## src/rtl/core/mbrot_pkg.sv

```systemverilog
package mbrot_pkg;

  // fixed-point format of the complex plane
  localparam int FRAC_BITS = 40;
  localparam int CFG_W     = 48;
  localparam int LIM_W     = 13;
  localparam int PIX_W     = 10;
  localparam int IDX_W     = 3;

  // c = origin + pixel * step always fits 59 signed bits
  localparam int CW  = 59;
  // z after one update stays below 2^59 in magnitude
  localparam int ZW  = 60;
  // a non-escaped |z| component is below 10.0, so 44 bits
  localparam int MW  = 44;
  localparam int HW  = MW / 2;
  localparam int PW  = 2 * MW;
  // squares and the cross term after the shift fit 48 bits
  localparam int SQ_W = 48;

  localparam int QUEUE_DEPTH = 2;

  localparam logic [ZW-1:0]   ESC_MAG = ZW'(10) << FRAC_BITS;
  localparam logic [SQ_W:0]   ESC_SQ  = (SQ_W + 1)'(100) << FRAC_BITS;
  localparam logic [LIM_W-1:0] BAND_LOW_MAX = LIM_W'(15);

  localparam logic [CFG_W-1:0] X_ORIGIN_RST = CFG_W'(-64'sd1924145348608);
  localparam logic [CFG_W-1:0] X_STEP_RST   = CFG_W'(64'd3848290697);
  localparam logic [CFG_W-1:0] Y_ORIGIN_RST = CFG_W'(64'd1539316278886);
  localparam logic [CFG_W-1:0] Y_STEP_RST   = CFG_W'(-64'sd3848290697);
  localparam logic [LIM_W-1:0] LIMIT_RST    = LIM_W'(256);

  typedef enum logic [IDX_W-1:0] {
    REG_X_ORIGIN = 3'd0,
    REG_X_STEP   = 3'd1,
    REG_Y_ORIGIN = 3'd2,
    REG_Y_STEP   = 3'd3,
    REG_ITER_LIM = 3'd4
  } cfg_reg_e;

  typedef enum logic [1:0] {
    BAND_INSIDE = 2'd0,
    BAND_LOW    = 2'd1,
    BAND_HIGH   = 2'd2
  } band_e;

  typedef struct packed {
    logic [PIX_W-1:0] pixel_x;
    logic [PIX_W-1:0] pixel_y;
  } pixel_t;

  typedef struct packed {
    logic [PIX_W-1:0] column_out;
    logic [PIX_W-1:0] row_out;
    logic [LIM_W-1:0] iterations;
    logic             inside_res;
    logic [1:0]       band;
  } result_t;

  typedef struct packed {
    logic signed [CFG_W-1:0] x_origin;
    logic signed [CFG_W-1:0] x_step;
    logic signed [CFG_W-1:0] y_origin;
    logic signed [CFG_W-1:0] y_step;
  } coord_cfg_t;

  // one mapped pixel handed from the front to the iteration engine
  typedef struct packed {
    logic [PIX_W-1:0]     px;
    logic [PIX_W-1:0]     py;
    logic signed [CW-1:0] cx;
    logic signed [CW-1:0] cy;
  } point_t;

endpackage

```

## src/rtl/core/mbrot_queue.sv

```systemverilog
module mbrot_queue import mbrot_pkg::*; (
  input  logic   clk_i,
  input  logic   rst_ni,
  input  logic   push_valid_i,
  output logic   push_ready_o,
  input  point_t push_word_i,
  output logic   pop_valid_o,
  input  logic   pop_ready_i,
  output point_t pop_word_o
);

  localparam int AW = (QUEUE_DEPTH > 1) ? $clog2(QUEUE_DEPTH) : 1;
  localparam int CNT_W = $clog2(QUEUE_DEPTH + 1);

  point_t           mem_q [QUEUE_DEPTH];
  logic [AW-1:0]    wr_ptr_q, wr_ptr_d, rd_ptr_q, rd_ptr_d;
  logic [CNT_W-1:0] cnt_q, cnt_d;
  logic             do_push, do_pop;

  assign push_ready_o = cnt_q != CNT_W'(QUEUE_DEPTH);
  assign pop_valid_o  = cnt_q != '0;
  assign pop_word_o   = mem_q[rd_ptr_q];

  assign do_push = push_valid_i && push_ready_o;
  assign do_pop  = pop_valid_o && pop_ready_i;

  always_comb begin
    wr_ptr_d = wr_ptr_q;
    rd_ptr_d = rd_ptr_q;
    cnt_d    = cnt_q;
    if (do_push) begin
      wr_ptr_d = (wr_ptr_q == AW'(QUEUE_DEPTH - 1)) ? '0 : wr_ptr_q + AW'(1);
    end
    if (do_pop) begin
      rd_ptr_d = (rd_ptr_q == AW'(QUEUE_DEPTH - 1)) ? '0 : rd_ptr_q + AW'(1);
    end
    if (do_push && !do_pop) begin
      cnt_d = cnt_q + CNT_W'(1);
    end else if (do_pop && !do_push) begin
      cnt_d = cnt_q - CNT_W'(1);
    end
  end

  always_ff @(posedge clk_i or negedge rst_ni) begin
    if (!rst_ni) begin
      wr_ptr_q <= '0;
      rd_ptr_q <= '0;
      cnt_q    <= '0;
    end else begin
      wr_ptr_q <= wr_ptr_d;
      rd_ptr_q <= rd_ptr_d;
      cnt_q    <= cnt_d;
    end
  end

  always_ff @(posedge clk_i) begin
    if (do_push) begin
      mem_q[wr_ptr_q] <= push_word_i;
    end
  end

endmodule

```

## config.mk

```make
export PLATFORM = sky130hd
export DESIGN_NAME = mbrot_queue
export DESIGN_NICKNAME = d
export VERILOG_FILES = /design/src/rtl/core/mbrot_pkg.sv /design/src/rtl/core/mbrot_queue.sv
export SDC_FILE = /design/constraint.sdc
export NUM_CORES = 1
export LEC_CHECK = 0
export ABC_AREA = 1
export BUFFER_PORTS_ARGS = -buffer_cell sky130_fd_sc_hd__buf_2
export CORE_ASPECT_RATIO = 0.75
export CORE_MARGIN = 5
export CORE_UTILIZATION = 47
export DETAILED_ROUTE_END_ITERATION = 12
export GPL_TIMING_DRIVEN = 0
export PLACE_DENSITY = 0.74
export SKIP_CTS_REPAIR_TIMING = 1
export SLEW_MARGIN = 15
export SYNTH_ARGS = -nofsm -noshare
export SYNTH_HDL_FRONTEND = slang
export SYNTH_SLANG_ARGS = --single-unit
```

## constraint.sdc

```tcl
create_clock -name clk_i -period 7.65 [get_ports clk_i]
set_clock_uncertainty 0.15 [all_clocks]
set_input_delay 0.765 -clock clk_i [delete_from_list [all_inputs] [get_ports clk_i]]
set_output_delay 0.765 -clock clk_i [all_outputs]
set_load 0.01 [all_outputs]
```

==> flow_summary.yaml, run 1 <==
clocking:
  cts_sinks: 280
  clock_latency_ns: 0.51
  clk_pin_slew_ns: 0.06
  numCtsBuffers: 27
  cts_root_buf: "clkbuf_16"
  cts_tree: "yes"
  cts_buffer_depth: 3
  htreeDepth: 1
synth:
  synthXorXnorAreaFrac_pct: 0.169
  synth_nets: 893
  synthAdderAreaFrac_pct: 0.121
  synth_top_family_by_area: "simple AND/OR/NAND/NOR gates"
  synthSimpleGateAreaFrac_pct: 15.6
  ys_warn_count: 0
  ys_types: 15
  muxShareOfSynthArea_pct: 0
  ys_seq_elements: 280
  synth_compound_area_share_pct: 0
  syn_inst: 750
  ys_seq_area_share_pct: 81.1
  syn_area_sq_um: 10300
  synth.avg_cell_area_sq_um: 13.8
placement:
  io_buffers: 281
  dp.cells: 1335
  hpwl_mm: 16.0
  place_congestion: 0.815
  place_ws_ns: 4.75
hold_path:
  hold_path_class: "input port to register"
critical_path:
  slowest_stage: "dfrtp_1"
  critPathArrivalTime_ns: 1.78
  end_kind: "output port"
  crit_path_frequent_cell: "buf_4"
  max_stage_delay_ns: 0.32
  crit_buf_inv: 4
  critPathTopFamily: "buffers and inverters"
  cp_max_fo: 10
  timing_worst_setup_path_type: "register to output port"
  crit_chain: "buf_4 -> buf_4 -> buf_4 -> nand2_1 -> nand2_1 -> buf_2"
  crit_required_ns: 6.73
  worst_setup_path_start_kind: "register"
sta:
  fmax_mhz: 372
  final_hold_viol_count: 0
  fin_crit_ns: 2.69
  timing.hold.ws_ns: 0.284
  setup_slack_ns: 4.96
  finalCritPeriodShare_pct: 35.2
  drv_slew: 0
  worstMarginPinSlew_ns: 0.810
  rsz0062_at_grt: "false"
  finalSetupViolCount: 0
  tns_ns: 0
  slew_headroom_pct: 45.9
drt:
  drt_first_pass_iters: 4
  drcViolationCount: 0
  viasPerCell: 4.67
  wirelength_mm: 22.5
  antenna_left: 0
  drtIter0Drc: 374
  routedWlPerCell_um: 16.2
  vias: 6474
pwr:
  power.leakage_nw: 5.71
  p_int_mw: 3.47
  max-vdd-ir-drop_mv: 0.265
  pwr-share-clk_pct: 23.7
  power_density_nw_per_um2: 394
  combPwrFrac_pct: 34.6
  seqPwrFrac_pct: 41.6
  p_switching_mw: 1.73
  switching_share_pct: 33.2
die:
  io_pins: 282
  core-area_sq_um: 21900
  die_x_um: 181
  dieArea_sq_um: 25100
  rows: 47
  die-height_um: 138
  start_util_pct: 47.3
layout:
  final_cell_mix: "nand2_1 (424), buf_2 (285), edfxtp_1 (276), clkbuf_16 (27), buf_4 (14)"
  n_antenna_cell: 0
  fin_nets: 1214
  areaGrowthSynthToFinish_pct: 27.6
  layout-drive-gt1-share_pct: 32.9
  final_common_cell: "nand2_1"
  postLayoutCoreUtil_pct: 60.3
  fillers: 1653
  stdcell_count: 1385
outcome:
  status: "finished clean"
grt:
  grt_pass1_wl_mm: 34.3
  grt_pass1_vias: 6428
  track_usage_pct: 17.1
  antenna_found_initial: 6
  grt_overflow: 0
  grt_max_degree: 29
flow_run:
  maxCapViolCount: 0
==> power groups by stage <==
| stage | logic, mW | clock network (mW) | registers [mW] |
|---|---|---|---|
| 3_3_place_gp | 1.71 | 0 | 2.32 |
| 4_1_cts | 1.84 | 1.26 | 2.17 |
| 6_report | 1.80 | 1.23 | 2.16 |
| 5_1_grt | 2.00 | 1.33 | 2.19 |
| 2_1_floorplan | 1.00 | 0 | 2.27 |
| 3_5_place_dp | 1.83 | 0 | 2.20 |
==> per-layer routing <==
layer	wire (um)	track usage [%]
met1	8960	21.8
met2	10500	28.0
met3	2410	6.78
met4	554	4.30
met5	66	0
==> flip-flops by register name (all words and copies together), names as in the netlist <==
signal	flops
cnt_q	2
mem_q	276
rd_ptr_q	1
wr_ptr_q	1
==> stage by stage <==
step | area [sq um] | power (mW)
floorplan | 10300 | 3.27
global placement | 12100 | 4.04
detailed placement | 12300 | 4.02
CTS | 13200 | 5.26
global route | 13200 | 5.52
finish | 13200 | 5.20
==> final cells by class <==
class,instances,area (sq um),share of cell area [%]
buffer,31,275,2.09
clock buffer,44,779,5.91
clock inverter,5,47.5,0.361
inverter,7,28.8,0.218
multi-input combinational,432,1660,12.6
sequential,280,8390,63.6
tap,294,368,2.79
timing repair buffer,292,1640,12.4
==> synth_stat cells (all sizes together) <==
| library cell | number | share of area, % |
|---|---|---|
| nand2 | 424 | 15 |
| edfxtp | 276 | 80 |
| buf | 31 | 2.7 |
| inv | 7 | 0.28 |
| dfrtp | 4 | 0.97 |
| nand3 | 2 | 0.097 |
| nor2 | 2 | 0.073 |
| ha | 1 | 0.12 |
| nand4 | 1 | 0.061 |
| xnor2 | 1 | 0.085 |
| xor2 | 1 | 0.085 |
==> final timing paths <==
kind                                           start                 endpoint  slack (ns)  cells past startpoint
worst max-delay path            rd_ptr_q$_DFFE_PN0P_            pop_word_o[8]        4.96                      6
min in group asynchronous                     rst_ni     cnt_q[1]$_DFFE_PN0P_        0.43                      2
worst max register to register  cnt_q[0]$_DFFE_PN0P_    mem_q[1][7]$_DFFE_PP_        5.08                      7
worst min register to register  cnt_q[1]$_DFFE_PN0P_     cnt_q[1]$_DFFE_PN0P_        0.35                      2
max in group asynchronous                     rst_ni     rd_ptr_q$_DFFE_PN0P_        6.80                      2
worst min-delay path                push_word_i[106]  mem_q[0][106]$_DFFE_PP_        0.28                      1
==> logic make-up after synthesis <==
kind of cell	Yosys count
flip-flops	280
adder cells (fa/ha/maj)	1
buffers and inverters	38
AND/OR/NAND/NOR	429
XOR/XNOR	2
Note: power is estimated with default switching activity, not from simulation.
==> run 2: changes to the inputs <==
--- a/config.mk
+++ b/config.mk
@@ -9,10 +9,10 @@
 export BUFFER_PORTS_ARGS = -buffer_cell sky130_fd_sc_hd__buf_2
 export CORE_ASPECT_RATIO = 0.75
 export CORE_MARGIN = 5
-export CORE_UTILIZATION = 47
+export CORE_UTILIZATION = 50
 export DETAILED_ROUTE_END_ITERATION = 12
 export GPL_TIMING_DRIVEN = 0
-export PLACE_DENSITY = 0.74
+export PLACE_DENSITY = 0.75
 export SKIP_CTS_REPAIR_TIMING = 1
 export SLEW_MARGIN = 15
 export SYNTH_ARGS = -nofsm -noshare
==> constraint.sdc (replaced) <==
create_clock -name clk_i -period 2.7 [get_ports clk_i]
set_clock_uncertainty 0.15 [all_clocks]
set_input_delay 0.27 -clock clk_i [delete_from_list [all_inputs] [get_ports clk_i]]
set_output_delay 0.27 -clock clk_i [all_outputs]
set_load 0.01 [all_outputs]
==> run 2 against run 1 <==
Clock-buffer cell count down 12; register-to-register slack worse by 4.6 ns; combinational power grew to 3.0 times the previous value; sequential share of layout area is 6.1 points lower; cell count is 7.5% higher; non-clock buffer count rose by 142; critical path depth rose by 1; largest power group unchanged.
==> flow_summary.yaml, run 2 (synthesis gave the netlist of run 1 again) <==
drt:
  drcViolationCount: 0
  vias: 7348
  viasPerCell: 4.93
  drt_first_pass_iters: 5
  drtIter0Drc: 513
  antenna_left: 0
  routedWlPerCell_um: 18.0
  wirelength_mm: 26.9
sta:
  tns_ns: 0
  drv_slew: 0
  slew_headroom_pct: 49.7
  worstMarginPinSlew_ns: 0.753
  finalSetupViolCount: 0
  finalCritPeriodShare_pct: 82.0
  fmax_mhz: 452
  fin_crit_ns: 2.21
  rsz0062_at_grt: "false"
  final_hold_viol_count: 0
  timing.hold.ws_ns: 0.310
grt:
  grt_max_degree: 29
  grt_pass1_vias: 6562
  grt_pass1_wl_mm: 34.6
  track_usage_pct: 18.8
  grt_overflow: 0
  antenna_found_initial: 1
pwr:
  power_density_nw_per_um2: 1040
  power.leakage_nw: 6.31
  switching_share_pct: 34.6
  pwr-share-clk_pct: 23.0
  p_int_mw: 9.89
  seqPwrFrac_pct: 40.8
  max-vdd-ir-drop_mv: 0.801
  combPwrFrac_pct: 36.2
  p_switching_mw: 5.23
layout:
  n_antenna_cell: 0
  largest_reg_flops: 276
  reg.largest.list: "mem_q x276, cnt_q x2"
  areaGrowthSynthToFinish_pct: 41.0
  registers.top_by_ff_count: "mem_q"
  fin_nets: 1356
  final_cell_mix: "nand2_1 (422), buf_2 (285), edfxtp_1 (276), dlygate4sd3_1 (142), clkbuf_16 (27)"
  fillers: 1270
  final_common_cell: "nand2_1"
  layout-drive-gt1-share_pct: 29.7
  stdcell_count: 1489
die:
  io_pins: 282
  die_x_um: 176
  start_util_pct: 51.0
  die-height_um: 135
  dieArea_sq_um: 23700
  core-area_sq_um: 20300
  rows: 45
critical_path:
  cp_max_fo: 10
  end_kind: "output port"
  critPathArrivalTime_ns: 1.79
  slowest_stage: "dfrtp_1"
  crit_path_frequent_cell: "nand2_1"
  reg2reg_depth: 6
  timing_worst_setup_path_type: "register to output port"
  worst_setup_path_start_kind: "register"
  max_stage_delay_ns: 0.37
  crit_chain: "buf_4 -> inv_4 -> buf_8 -> buf_6 -> nand2_1 -> nand2_1 -> buf_2"
  crit_required_ns: 2.28
outcome:
  status: "finished clean"
placement:
  io_buffers: 281
  place_congestion: 0.774
  dp.cells: 1300
  hpwl_mm: 16.6
clocking:
  htreeDepth: 1
  cts_buffer_depth: 3
  clk_pin_slew_ns: 0.07
  cts_root_buf: "clkbuf_16"
  clock_latency_ns: 0.52
  cts_sinks: 280
  cts_tree: "yes"
  numCtsBuffers: 27
hold_path:
  hold_path_class: "input port to register"
  hold_depth: 2
flow_run:
  maxCapViolCount: 0
==> run 2: cell types whose count changed in the layout (fill, tap and decap cells not counted), moves of 2 or more <==
cell,before,now
dlygate4sd3_1,1,142
clkinv_1,2,6
clkinvlp_4,0,2
buf_16,3,5
clkinv_2,2,4
clkbuf_1,13,5
nand2_1,424,422
clkbuf_8,4,0
nand2_4,0,2
==> run 2: cell type report <==
cell class / count / area, sq um / area share, %
sequential: 280 / 8390 / 57.6
timing repair buffer: 434 / 3090 / 21.2
multi-input combinational: 432 / 1680 / 11.5
clock buffer: 32 / 694 / 4.76
tap: 258 / 323 / 2.21
buffer: 31 / 275 / 1.89
clock inverter: 15 / 105 / 0.721
inverter: 7 / 28.8 / 0.197
==> run 2: critical path: cells and delay by family, from the launching register on <==
kind          cells  cell delay [ns]
simple gates      2             0.17
flops             1             0.37
buf+inv           5             0.72
==> run 2: metal layers <==
layer	vias to the layer above	routed length, um	global-route usage (%)
li1	3465	-	-
met4	2	557	4.55
met1	3482	10100	23.0
met2	356	13500	31.1
met3	43	2710	8.26
met5	-	7	0
==> run 2: power groups by stage <==
stage / Combinational, mW / Sequential, mW / Clock (mW)
after global routing: 6.00 / 6.24 / 3.71
after global placement: 4.86 / 6.32 / 0
final: 5.48 / 6.17 / 3.47
after floorplan: 2.86 / 6.26 / 0
after detailed placement: 5.24 / 6.24 / 0
after CTS: 5.26 / 6.15 / 3.49
==> run 2: metrics by stage <==
step                utilization [%]  area (sq um)  power (mW)  setup slack (ns)
CTS                            64.9         13200        14.9             0.450
finish                         71.9         14600        15.1             0.486
global route                   71.9         14600        15.9             0.381
floorplan                         -         10400        9.12            -0.523
detailed placement             61.0         12400        11.5             0.517
global placement               59.7         12100        11.2             -1.53
==> run 2: final timing paths <==
path / to / from / slack, ns
worst max-delay path: pop_word_o[52] / rd_ptr_q$_DFFE_PN0P_ / 0.49
worst min-delay path: mem_q[1][117]$_DFFE_PP_ / push_word_i[117] / 0.31
worst max register to register: mem_q[1][16]$_DFFE_PP_ / cnt_q[0]$_DFFE_PN0P_ / 0.51
worst min register to register: cnt_q[0]$_DFFE_PN0P_ / cnt_q[0]$_DFFE_PN0P_ / 0.37
max in group asynchronous: wr_ptr_q$_DFFE_PN0P_ / rst_ni / 1.65
min in group asynchronous: cnt_q[0]$_DFFE_PN0P_ / rst_ni / 0.55
